File: src/rtl/core/wavhp_pkg.sv
// Package for the WAV header parser: payload types, state types and constants.
`timescale 1ns / 1ps
package wavhp_pkg;

  typedef struct packed {
    logic [7:0] data_byte;
    logic       first_byte;
    logic       last_byte;
  } in_item_t;

  typedef struct packed {
    logic [1:0]  status;
    logic [15:0] chan_num;
    logic [31:0] rate_hz;
    logic [15:0] bit_depth;
    logic [15:0] frame_bytes;
    logic [1:0]  pcm_kind;
    logic [31:0] frame_total;
    logic [31:0] data_offset;
  } out_item_t;

  typedef enum logic [1:0] {
    PH_FIXED,
    PH_CHUNK,
    PH_SKIP,
    PH_DONE
  } parse_phase_t;

  typedef enum logic {
    CS_RUN,
    CS_DIV
  } ctl_state_t;

  typedef struct packed {
    logic busy;
    logic done;
  } div_stat_t;

  localparam logic [1:0] ST_OK      = 2'd0;
  localparam logic [1:0] ST_NO_DATA = 2'd1;
  localparam logic [1:0] ST_BAD_FMT = 2'd2;

  localparam logic [1:0] TYPE_UNKNOWN = 2'd0;
  localparam logic [1:0] TYPE_S16     = 2'd1;
  localparam logic [1:0] TYPE_S24     = 2'd2;

  localparam logic [15:0] WIDTH_16 = 16'd16;
  localparam logic [15:0] WIDTH_24 = 16'd24;

  // Chunk name "data" as read little-endian.
  localparam logic [31:0] NAME_DATA = 32'h6174_6164;

  localparam int POS_CHAN_LO  = 22;
  localparam int POS_CHAN_HI  = 23;
  localparam int POS_RATE_B0  = 24;
  localparam int POS_RATE_B1  = 25;
  localparam int POS_RATE_B2  = 26;
  localparam int POS_RATE_B3  = 27;
  localparam int POS_ALIGN_LO = 32;
  localparam int POS_ALIGN_HI = 33;
  localparam int POS_WIDTH_LO = 34;
  localparam int POS_WIDTH_HI = 35;
  localparam int POS_FMT_END  = 35;

  function automatic logic [1:0] type_of_width(input logic [15:0] w);
    logic [1:0] t;
    t = TYPE_UNKNOWN;
    if (w == WIDTH_16) t = TYPE_S16;
    else if (w == WIDTH_24) t = TYPE_S24;
    return t;
  endfunction

endpackage

File: src/rtl/core/wavhp_div.sv
// Restoring divider, 32-bit dividend by 16-bit divisor, one quotient bit per cycle.
`timescale 1ns / 1ps
module wavhp_div import wavhp_pkg::*; (
  input  logic        clk,
  input  logic        rst_n,
  input  logic        start,
  input  logic [31:0] dividend,
  input  logic [15:0] divisor,
  output div_stat_t   stat,
  output logic [31:0] quotient
);

  logic [15:0] rem_r, rem_nxt;
  logic [31:0] quo_r, quo_nxt;
  logic [15:0] dvs_r, dvs_nxt;
  logic [4:0]  cnt_r, cnt_nxt;
  logic        busy_r, busy_nxt;
  logic        done_r, done_nxt;
  logic [16:0] rem_sh;
  logic [16:0] rem_sub;

  always_comb begin
    rem_sh   = {rem_r, quo_r[31]};
    rem_sub  = rem_sh - {1'b0, dvs_r};
    rem_nxt  = rem_r;
    quo_nxt  = quo_r;
    dvs_nxt  = dvs_r;
    cnt_nxt  = cnt_r;
    busy_nxt = busy_r;
    done_nxt = 1'b0;
    if (start) begin
      rem_nxt  = '0;
      quo_nxt  = dividend;
      dvs_nxt  = divisor;
      cnt_nxt  = '0;
      busy_nxt = 1'b1;
    end else if (busy_r) begin
      // The remainder stays below the divisor, so the carry bit settles the compare.
      if (!rem_sub[16]) begin
        rem_nxt = rem_sub[15:0];
        quo_nxt = {quo_r[30:0], 1'b1};
      end else begin
        rem_nxt = rem_sh[15:0];
        quo_nxt = {quo_r[30:0], 1'b0};
      end
      cnt_nxt = cnt_r + 5'd1;
      if (cnt_r == 5'd31) begin
        busy_nxt = 1'b0;
        done_nxt = 1'b1;
      end
    end
  end

  always_ff @(posedge clk) begin
    rem_r <= rem_nxt;
    quo_r <= quo_nxt;
    dvs_r <= dvs_nxt;
    if (!rst_n) begin
      cnt_r  <= '0;
      busy_r <= 1'b0;
      done_r <= 1'b0;
    end else begin
      cnt_r  <= cnt_nxt;
      busy_r <= busy_nxt;
      done_r <= done_nxt;
    end
  end

  assign stat.busy = busy_r;
  assign stat.done = done_r;
  assign quotient  = quo_r;

endmodule

File: src/rtl/core/wav_header_chunk_parser.sv
// WAV header parser: walks the fmt and chunk headers of a byte stream and reports the data chunk, or its absence.
// A byte is taken each cycle while parsing; a result is registered from the byte that causes it, or,
// when the sample count needs the bit-serial divider, from the divider's quotient once it is done.
// Throughput: one byte per cycle; input stalls while the divider runs and while a result waits.
// Reset: synchronous, active low; returns the parser to the header phase at offset zero.
`timescale 1ns / 1ps
module wav_header_chunk_parser import wavhp_pkg::*; #(
  parameter int OFFSET_WIDTH = 32
) (
  input  logic      clk,
  input  logic      rst_n,
  input  logic      in_valid,
  output logic      in_stall,
  input  in_item_t  in_data,
  output logic      out_valid,
  input  logic      out_stall,
  output out_item_t out_data
);

  localparam logic [OFFSET_WIDTH-1:0] OFS_MAX = '1;

  parse_phase_t            phase_r, phase_nxt;
  logic [OFFSET_WIDTH-1:0] off_r, off_nxt;
  logic [2:0]              hdr_r, hdr_nxt;
  logic [31:0]             skip_r, skip_nxt;
  logic [63:0]             shift_r, shift_nxt;
  logic [15:0]             chan_r, chan_nxt;
  logic [31:0]             rate_r, rate_nxt;
  logic [15:0]             align_r, align_nxt;
  logic [15:0]             width_r, width_nxt;

  ctl_state_t ctl_r, ctl_nxt;
  logic       out_valid_r, out_valid_nxt;
  out_item_t  out_r, out_nxt;

  logic        in_acc;
  logic        res_fire;
  logic        res_div;
  logic [1:0]  res_status;
  logic [31:0] res_offset;
  logic [31:0] res_size;
  logic        div_start;
  div_stat_t   div_stat;
  logic [31:0] div_quo;

  // Working copies: a first byte restarts the parser before the byte is used.
  parse_phase_t            e_phase;
  logic [OFFSET_WIDTH-1:0] pos;
  logic [2:0]              e_hdr;
  logic [31:0]             e_skip;
  logic [63:0]             e_shift;
  logic [15:0]             e_chan;
  logic [31:0]             e_rate;
  logic [15:0]             e_align;
  logic [15:0]             e_width;
  logic [7:0]              b;

  assign in_acc = in_valid && !in_stall;
  assign b      = in_data.data_byte;

  always_comb begin
    if (in_data.first_byte) begin
      e_phase = PH_FIXED;
      pos     = '0;
      e_hdr   = '0;
      e_skip  = '0;
      e_shift = '0;
      e_chan  = '0;
      e_rate  = '0;
      e_align = '0;
      e_width = '0;
    end else begin
      e_phase = phase_r;
      pos     = off_r;
      e_hdr   = hdr_r;
      e_skip  = skip_r;
      e_shift = shift_r;
      e_chan  = chan_r;
      e_rate  = rate_r;
      e_align = align_r;
      e_width = width_r;
    end

    off_nxt    = (pos == OFS_MAX) ? OFS_MAX : pos + OFFSET_WIDTH'(1);
    phase_nxt  = e_phase;
    hdr_nxt    = e_hdr;
    skip_nxt   = e_skip;
    shift_nxt  = e_shift;
    chan_nxt   = e_chan;
    rate_nxt   = e_rate;
    align_nxt  = e_align;
    width_nxt  = e_width;
    res_fire   = 1'b0;
    res_div    = 1'b0;
    res_status = ST_OK;
    res_offset = '0;
    res_size   = shift_nxt[63:32];

    case (e_phase)
      PH_FIXED: begin
        if (pos == OFFSET_WIDTH'(POS_CHAN_LO))  chan_nxt[7:0]   = b;
        if (pos == OFFSET_WIDTH'(POS_CHAN_HI))  chan_nxt[15:8]  = b;
        if (pos == OFFSET_WIDTH'(POS_RATE_B0))  rate_nxt[7:0]   = b;
        if (pos == OFFSET_WIDTH'(POS_RATE_B1))  rate_nxt[15:8]  = b;
        if (pos == OFFSET_WIDTH'(POS_RATE_B2))  rate_nxt[23:16] = b;
        if (pos == OFFSET_WIDTH'(POS_RATE_B3))  rate_nxt[31:24] = b;
        if (pos == OFFSET_WIDTH'(POS_ALIGN_LO)) align_nxt[7:0]  = b;
        if (pos == OFFSET_WIDTH'(POS_ALIGN_HI)) align_nxt[15:8] = b;
        if (pos == OFFSET_WIDTH'(POS_WIDTH_LO)) width_nxt[7:0]  = b;
        if (pos == OFFSET_WIDTH'(POS_WIDTH_HI)) width_nxt[15:8] = b;
        if (pos >= OFFSET_WIDTH'(POS_FMT_END)) begin
          phase_nxt = PH_CHUNK;
          hdr_nxt   = '0;
        end
      end
      PH_SKIP: begin
        if (e_skip != '0) skip_nxt = e_skip - 32'd1;
        if (skip_nxt == '0) begin
          phase_nxt = PH_CHUNK;
          hdr_nxt   = '0;
        end
      end
      PH_CHUNK: begin
        shift_nxt = {b, e_shift[63:8]};
        hdr_nxt   = e_hdr + 3'd1;
        res_size  = shift_nxt[63:32];
        if (hdr_nxt == '0) begin
          if (shift_nxt[31:0] == NAME_DATA) begin
            res_fire   = 1'b1;
            res_div    = (e_align != '0);
            res_offset = 32'(off_nxt);
            if (e_chan == '0 || e_rate == '0 || e_align == '0 || e_width == '0 ||
                type_of_width(e_width) == TYPE_UNKNOWN) begin
              res_status = ST_BAD_FMT;
            end
            phase_nxt = PH_DONE;
          end else if (res_size != '0) begin
            skip_nxt  = res_size;
            phase_nxt = PH_SKIP;
          end
        end
      end
      default: ;
    endcase

    // End of stream without a data header reports what was captured so far.
    if (e_phase != PH_DONE && !res_fire && in_data.last_byte) begin
      res_fire   = 1'b1;
      res_status = ST_NO_DATA;
      res_offset = '0;
      phase_nxt  = PH_DONE;
    end
  end

  // Sequencer: next state.
  always_comb begin
    ctl_nxt = ctl_r;
    unique case (ctl_r)
      CS_RUN: if (in_acc && res_fire && res_div) ctl_nxt = CS_DIV;
      CS_DIV: if (div_stat.done) ctl_nxt = CS_RUN;
      default: ctl_nxt = CS_RUN;
    endcase
  end

  // Sequencer: outputs.
  always_comb begin
    in_stall  = 1'b1;
    div_start = 1'b0;
    unique case (ctl_r)
      CS_RUN: begin
        in_stall  = out_valid_r;
        div_start = in_acc && res_fire && res_div;
      end
      CS_DIV: in_stall = 1'b1;
      default: in_stall = 1'b1;
    endcase
  end

  always_comb begin
    out_nxt       = out_r;
    out_valid_nxt = out_valid_r && out_stall;
    if (in_acc && res_fire) begin
      out_nxt.status      = res_status;
      out_nxt.chan_num    = chan_nxt;
      out_nxt.rate_hz     = rate_nxt;
      out_nxt.bit_depth   = width_nxt;
      out_nxt.frame_bytes = align_nxt;
      out_nxt.pcm_kind    = type_of_width(width_nxt);
      out_nxt.frame_total = '0;
      out_nxt.data_offset = res_offset;
      out_valid_nxt       = !res_div;
    end
    if (div_stat.done) begin
      out_nxt.frame_total = div_quo;
      out_valid_nxt       = 1'b1;
    end
  end

  wavhp_div u_div (
    .clk      (clk),
    .rst_n    (rst_n),
    .start    (div_start),
    .dividend (res_size),
    .divisor  (align_nxt),
    .stat     (div_stat),
    .quotient (div_quo)
  );

  always_ff @(posedge clk) begin
    out_r <= out_nxt;
    if (!rst_n) begin
      phase_r     <= PH_FIXED;
      off_r       <= '0;
      hdr_r       <= '0;
      skip_r      <= '0;
      shift_r     <= '0;
      chan_r      <= '0;
      rate_r      <= '0;
      align_r     <= '0;
      width_r     <= '0;
      ctl_r       <= CS_RUN;
      out_valid_r <= 1'b0;
    end else begin
      if (in_acc) begin
        phase_r <= phase_nxt;
        off_r   <= off_nxt;
        hdr_r   <= hdr_nxt;
        skip_r  <= skip_nxt;
        shift_r <= shift_nxt;
        chan_r  <= chan_nxt;
        rate_r  <= rate_nxt;
        align_r <= align_nxt;
        width_r <= width_nxt;
      end
      ctl_r       <= ctl_nxt;
      out_valid_r <= out_valid_nxt;
    end
  end

  assign out_valid = out_valid_r;
  assign out_data  = out_r;

  a_no_result_while_dividing: assert property (@(posedge clk) disable iff (!rst_n)
    !(out_valid_r && ctl_r == CS_DIV))
    else $error("result shown while the divider is still running");

  a_done_only_in_div: assert property (@(posedge clk) disable iff (!rst_n)
    div_stat.done |-> ctl_r == CS_DIV)
    else $error("divider finished outside a division");

  a_div_active: assert property (@(posedge clk) disable iff (!rst_n)
    ctl_r == CS_DIV |-> (div_stat.busy || div_stat.done))
    else $error("waiting on a divider that is idle");

  a_ok_has_known_type: assert property (@(posedge clk) disable iff (!rst_n)
    (out_valid_r && out_r.status == ST_OK) |-> out_r.pcm_kind != TYPE_UNKNOWN)
    else $error("status ok reported with an unknown sample type");

  a_single_result: assert property (@(posedge clk) disable iff (!rst_n)
    (out_valid_r && !out_stall) |=> !out_valid_r)
    else $error("result repeated after its transaction");

endmodule

File: config.mk
export PLATFORM = sky130hd
export DESIGN_NAME = wav_header_chunk_parser
export DESIGN_NICKNAME = d
export VERILOG_FILES = /design/src/rtl/core/wavhp_pkg.sv /design/src/rtl/core/wavhp_div.sv /design/src/rtl/core/wav_header_chunk_parser.sv
export SDC_FILE = /design/constraint.sdc
export NUM_CORES = 1
export LEC_CHECK = 0
export BUFFER_PORTS_ARGS = -buffer_cell sky130_fd_sc_hd__clkbuf_2
export CAP_MARGIN = 40
export CORE_ASPECT_RATIO = 0.7
export CORE_UTILIZATION = 45
export DETAILED_ROUTE_END_ITERATION = 10
export GPL_TIMING_DRIVEN = 0
export MAX_ROUTING_LAYER = met4
export PLACE_DENSITY = 0.73
export SLEW_MARGIN = 20
export SYNTH_ARGS = -nofsm -noshare
export SYNTH_HDL_FRONTEND = slang
export SYNTH_SLANG_ARGS = --single-unit
export TNS_END_PERCENT = 100
File: constraint.sdc
create_clock -name clk -period 15.3 [get_ports clk]
set_input_delay 1.53 -clock clk [delete_from_list [all_inputs] [get_ports clk]]
set_output_delay 1.53 -clock clk [all_outputs]
set_load 0.1 [all_outputs]
==> results of run 1 <==
## worst max-delay path, stage by stage
cell and delay (ps):
buf_2 210, inv_1 370, buf_1 630, clkbuf_1 720, clkbuf_1 700, buf_1 780
buf_1 570, nand2_1 280, inv_1 180, ha_1 160, buf_2 220, and4b_1 330
nand4_1 320, nor3_2 490, nand4_1 340, or3b_1 490, or2_2 300, buf_2 190
buf_2 230, a211oi_1 330
## report_power, final
part / switching [mW] / total [mW] / internal [mW]
Sequential: 0.0277 / 1.25 / 1.22
Clock: 0.471 / 1.10 / 0.624
Combinational: 0.346 / 0.469 / 0.123
## area by class of cell
class / instances / area [um^2]
clock buffers: 58 / 1164
plain buffers: 184 / 713.2
inverters: 60 / 225.2
multi-input cells: 1696 / 9722
well taps: 612 / 765.7
repair buffers: 179 / 1119
fillers: 4265 / 21950
flip-flops and latches: 426 / 10490
clock inverters: 20 / 257.7
## state kept, by name, summed over array words and instances (netlist names)
register,count
hdr_r,3
align_r,16
u_div.cnt_r,5
u_div.quotient,32
ctl_r,1
chan_r,16
shift_r,56
width_r,16
out_data,148
u_div.rem_r,16
phase_r,2
rate_r,32
skip_r,32
off_r,32
out_valid,1
u_div.done_r,1
u_div.busy_r,1
u_div.dvs_r,16
## synthesized netlist by cell type, types with 29 or more instances
cell,number
dfxtp_1,230
inv_1,59
mux2i_1,62
a31o_2,50
and2_1,41
o31ai_1,33
nor2_1,370
nor4_1,43
xnor2_1,32
edfxtp_1,196
clkbuf_1,152
o21ai_0,137
a22oi_1,70
nand3_1,36
nand2_1,249
nor3_1,90
ha_1,29
a21oi_1,164
## worst paths after layout
| check | endpoint | cells after the start | slack, ps | from |
|---|---|---|---|---|
| worst max register to register | phase_r[1]$_SDFFE_PN0P_ | 11 | 10880 | skip_r[28]$_SDFFE_PN0P_ |
| worst min-delay path | width_r[4]$_SDFFE_PN0P_ | 2 | 480 | width_r[4]$_SDFFE_PN0P_ |
| worst min register to register | width_r[4]$_SDFFE_PN0P_ | 2 | 480 | width_r[4]$_SDFFE_PN0P_ |
| worst max-delay path | out_data[18]$_SDFFCE_PP0P_ | 20 | 6250 | in_data[1] |
## cell families (layout without fill, tap and decap cells)
kind of cell    count (synthesis)  count (layout)
fa+ha+maj                      30              30
mux                            65              65
xor+xnor                       40              40
compound gates                585             585
simple gates                  976             976
buf+inv                       244             501
flops                         426             426
## per-stage QoR
step	setup TNS, ps	power [mW]	std cells
final	0	2.815	3235
after detailed placement	0	1.724	3149
after global placement	-20580	1.714	3131
after global routing	0	2.890	3235
after floorplan	0	1.584	2366
after CTS	0	2.805	3227
## routing by layer
layer  global-route usage [%]  share of wire, %
met4                    9.047               2.9
met1                    45.88                44
met2                    44.68                42
met3                    7.338                11
met5                        -                 0
==> reports/metrics.csv, run 1 <==
metric,value,unit
status,"complete, but fails checks",
violations,DRC,
post-dp-hpwl,54830,um
postSynthCellCount,2366,
die_h,183.3,um
maxCapViolations,0,
crit_fanout,10,
cts_num_sinks,426,
grt_pass1_wl,112800,um
die_area,47850,um^2
finalWirelength,76230,um
clock_latency,570,ps
final_common_cell,nor2_1,
synth_adder_area_share,1.812,%
root_buffer,clkbuf_16,
drc,7,
synth_nets,2410,
slew-limit-headroom,32.82,%
post_dp_cell_area,22950,um^2
gr-total-overflow,0,
async_flop_share,0,%
synth_top_family_by_area,simple AND/OR/NAND/NOR gates,
ys_top_cells_by_area,"edfxtp_1, dfxtp_1, nor2_1",
clk_pin_slew_worst_paths,70,ps
place.gp.congestion,1.067,
grt_pass1_vias,18350,
synth_edf_count,196,
arrival,9400,ps
port_buffers,153,
h-tree-depth,2,
period_share,59.17,%
synth_top_cell_by_area,edfxtp_1,
clockBufferDepth,3,
critical_path_class,in -> reg,
hp-class,reg -> reg,
synth_cell_types,81,
pin_count,164,
finalSetupViolCount,0,
ys_ff_latch,426,
synth_top_cell_area_share,27.85,%
grt_max_degree,33,
dp_slack,6168,ps
cts_resized,0,
tritoncts,done,
seq_area_frac_synth,49.63,%
worst_ep_required_time,15650,ps
final_cell_mix,"nor2_1, nand2_1, dfxtp_1",
antennaDiodeCount,0,
synth_xor_area_share,1.658,%
worstSetupStartpointType,input port,
drive_above_1_share,12.47,%
rsz0062_at_grt,false,
numCtsBuffers,42,
leakagePower,9.232,nW
avgSynthCellArea,8.933,um^2
min_period,9054,ps
fp.dieW,261.0,um
wl_per_cell,23.56,um
cts_hold_buf,0,
initial_utilization,45.54,%
max_freq,110.5,MHz
report.final.slew_viol_count,0,
synth.area.mux_share,3.096,%
syn2layout_area_growth,15.71,%
core,46410,um^2
ir_drop,0.00007606,V
fin_ws,6246,ps
drt_iter0_drc,2674,
grt.total_usage,31.99,%
fin_area,24460,um^2
first_pass_iters,11,
cts_setup_buffers,0,
tightestPinTransition,1008,ps
mappedNetlistArea,21140,um^2
synth-simple-area-share,21.48,%
pwr_density_cell,115.1,nW/um^2
antenna_found_initial,0,
clock_skew,24.66,ps
drtAntennaViolNets,0,
ys_warn_count,0,
nNetsFinal,2633,
hold_slack,475.2,ps
num_vias,20089,
synth_compound_area_share,17.88,%
ys.flop_type,dfxtp_1,
worstSetupEndpointType,register,
fin_util,52.70,%
viasPerCell,6.210,
rows,66,
hold_violations,0,
No activity file was read; power rests on OpenSTA's default activity.
==> inputs of run 2 (changes only) <==
--- a/config.mk
+++ b/config.mk
@@ -5,6 +5,7 @@
 export SDC_FILE = /design/constraint.sdc
 export NUM_CORES = 1
 export LEC_CHECK = 0
+export ABC_AREA = 1
 export BUFFER_PORTS_ARGS = -buffer_cell sky130_fd_sc_hd__clkbuf_2
 export CAP_MARGIN = 40
 export CORE_ASPECT_RATIO = 0.7
@@ -12,7 +13,7 @@
 export DETAILED_ROUTE_END_ITERATION = 10
 export GPL_TIMING_DRIVEN = 0
 export MAX_ROUTING_LAYER = met4
-export PLACE_DENSITY = 0.73
+export PLACE_DENSITY = 0.72
 export SLEW_MARGIN = 20
 export SYNTH_ARGS = -nofsm -noshare
 export SYNTH_HDL_FRONTEND = slang
==> constraint.sdc (replaced) <==
create_clock -name clk -period 9.45 [get_ports clk]
set_input_delay 0.945 -clock clk [delete_from_list [all_inputs] [get_ports clk]]
set_output_delay 0.945 -clock clk [all_outputs]
set_load 0.1 [all_outputs]
==> run 2 against run 1 <==
The run now ends clean. Setup slack lost 2100 ps. Synthesized area up 6.7%. Flip-flop and latch count unchanged. Sequential power rose by 66%. First-iteration DRC count increased by 12%. Register-to-register slack worse by 4900 ps. Critical path depth shrank 2. Synthesized cell count rose by 27%. Critical path type unchanged. Critical endpoint is now out_data[33]$_DFFE_PP_. Largest power group unchanged. Highest routed layer unchanged.
==> reports/metrics.csv, run 2 <==
metric,value,unit,change
fp.dieW,269.5,um,+3.3%
final_cell_mix,"nand2_1, inv_1, o21ai_0",,
intPower,3.294,mW,+67%
report.final.slew_viol_count,0,,unchanged
initial_utilization,45.69,%,+0.15 points
p_seq_share,42.9,%,-1.5 points
pin_count,164,,unchanged
seqCellArea,10490,um^2,unchanged
ys_ff_latch,426,,unchanged
tritoncts,done,,
crit_fanout,32,,+22
pwr_density_cell,186.2,nW/um^2,+62%
finalSetupViolCount,0,,unchanged
finalPower,4.819,mW,+71%
mappedNetlistArea,22550,um^2,+6.7%
ys_top_cells_by_area,"edfxtp_1, dfxtp_1, nand2_1",,
clkPwrFrac,38.2,%,-0.7 points
antennaDiodeCount,0,,unchanged
period_share,56.36,%,
die_area,51020,um^2,+6.6%
synth_top_cell_area_share,26.10,%,-1.7 points
clockBufferDepth,3,,unchanged
rsz0062_at_grt,false,,
setup_tns,0,ps,unchanged
worstReg2RegStart,phase_r[0]$_SDFFE_PN0P_,,
gr-total-overflow,0,,unchanged
status,"finished, final reports clean",,
wl_per_cell,19.17,um,-19%
post-dp-hpwl,56340,um,+2.8%
slew-limit-headroom,34.33,%,+1.5 points
port_buffers,161,,+5.2%
ys.flop_type,dfxtp_1,,
cts_num_sinks,426,,unchanged
largest_reg_flops,148,,unchanged
cts_hold_buf,0,,unchanged
synth_xor_area_share,1.282,%,-0.38 points
grt_pass1_wl,113600,um,+0.69%
min_period,5326,ps,
finalWirelength,75100,um,-1.5%
critical_path_class,in -> reg,,
synth_nets,3046,,+26%
rows,68,,+3.0%
seq_area_frac_synth,46.53,%,-3.1 points
fin_ws,4124,ps,-2123 ps
synth_cell_types,64,,-21%
multi_input_area,9677,um^2,-0.46%
worstSetupEndpointType,register,,
yosysMostFrequentCell,nand2_1,,
numCtsBuffers,42,,unchanged
p_sw,1.525,mW,+81%
maxCapViolations,0,,unchanged
r2r_slack,6010,ps,-4870 ps
fillers,4787,,+12%
synth_compound_area_share,18.00,%,+0.11 points
core,49350,um^2,+6.3%
dp_slack,3729,ps,-2439 ps
ys_top_cells_by_count,"nand2_1, inv_1, o21ai_0, a21oi_1, nor2_1",,
root_buffer,clkbuf_16,,
hold_violations,0,,unchanged
ys_warn_count,0,,unchanged
tightestPinTransition,985.1,ps,-22.60 ps
clock_latency,580,ps,about the same
async_flop_share,0,%,unchanged
min_from,skip_r[27]$_SDFFE_PN0P_,,
synth_adder_area_share,1.698,%,-0.11 points
viasPerCell,5.609,,-9.7%
hp-class,reg -> reg,,
drc,0,,-7
place.gp.congestion,1.022,,-4.3%
syn2layout_area_growth,14.78,%,
clk_pin_slew_worst_paths,60,ps,about the same
drt_iter0_drc,3004,,+12%
worst_ep_required_time,9660,ps,-5990 ps
pwr-share-comb,18.9,%,+2.2 points
first_pass_iters,6,,-5
clock_skew,43.01,ps,+18.35 ps
drive_above_1_share,10.73,%,-1.7 points
synth.area.mux_share,0.04440,%,-3.1 points
grt_pass1_vias,19338,,+5.4%
synth_top_family_by_area,simple AND/OR/NAND/NOR gates,,
synth_edf_count,196,,unchanged
final_common_cell,nand2_1,,
avgSynthCellArea,7.511,um^2,-16%
leakagePower,12.19,nW,+32%
synth-simple-area-share,21.86,%,+0.38 points
startpoint,in_data[1],,
h-tree-depth,2,,unchanged
num_vias,21977,,+9.4%
grt_max_degree,57,,+73%
max_freq,187.7,MHz,
antenna_found_initial,0,,unchanged
ir_drop,0.0001200,V,+58%
drtAntennaViolNets,0,,unchanged
cts_setup_buffers,0,,unchanged
postSynthCellCount,3002,,+27%
nNetsFinal,3263,,+24%
arrival,5530,ps,-3870 ps
synth_top_cell_by_area,edfxtp_1,,
worstSetupStartpointType,input port,,
die_h,189.3,um,+3.2%
p_sw_share,31.65,%,+1.7 points
cts_resized,0,,unchanged
grt.total_usage,29.39,%,-2.6 points
==> run 2: cell types whose count changed in the layout (fill, tap and decap cells not counted), sizes merged, moves of 46 or more <==
cell   change
nand2    +421
inv      +365
o21ai    +245
nor2     -124
a21oi     +96
nand3     +96
a22oi     -63
mux2i     -61
a31o      -49
nor3      -46
==> run 2: logic make-up (layout without fill, tap and decap cells) <==
logic type      after synthesis  in the layout
flops                       426            426
compound gates              752            752
simple gates               1164           1164
buf+inv                     596            847
xor+xnor                     33             33
mux                           1              1
fa+ha+maj                    30             30
==> run 2: final cells by class <==
class	instances	share of cell area, %
Multi-Input combinational cell	1980	37.39
Sequential cell	426	40.53
Timing Repair Buffer	173	3.795
Tap cell	665	3.215
Clock inverter	31	1.504
Clock buffer	47	4.337
Inverter	427	6.208
Buffer	169	3.017
==> run 2: worst paths after layout <==
check / to / cells past startpoint
min reg2reg: skip_r[27]$_SDFFE_PN0P_ / 2
max reg2reg: u_div.quotient[0]$_DFFE_PP_ / 12
max: out_data[33]$_DFFE_PP_ / 18
min: skip_r[27]$_SDFFE_PN0P_ / 2
==> run 2: worst max-delay path, stage by stage <==
cell	delay, ps
buf_6	130
inv_4	60
buf_6	160
buf_6	190
buf_2	320
buf_2	380
buf_1	730
nand2_1	240
inv_1	150
ha_1	160
ha_1	300
inv_1	70
nor2_1	190
nand2_1	240
nand3b_1	160
inv_1	120
o21a_4	360
or2_2	600
==> run 2: power groups by stage <==
stage	sequential (mW)	clock (mW)	combinational (mW)
5_1_grt	2.07	1.93	0.979
3_5_place_dp	2.10	0	0.879
6_report	2.07	1.84	0.911
4_1_cts	2.06	1.86	0.882
3_3_place_gp	2.11	0	0.870
2_1_floorplan	2.25	0	0.478
==> run 2: metal layers <==
layer	track usage (%)	vias to the layer above	part of all wire [%]
met5	-	-	0
met4	6.600	0	2.0
met3	5.631	101	12
met2	39.40	1306	39
met1	44.86	10189	46
li1	-	10381	-
==> run 2: stage by stage <==
stage	cell area, um^2	hold slack (ps)	std cells	utilization [%]
finish	25880	464.3	3918	52.44
global route	25880	480.3	3918	52.44
CTS	25810	467.3	3913	52.31
detailed placement	24300	456.2	3835	49.25
global placement	24180	452.4	3828	49.01
floorplan	22550	436.5	3002	-
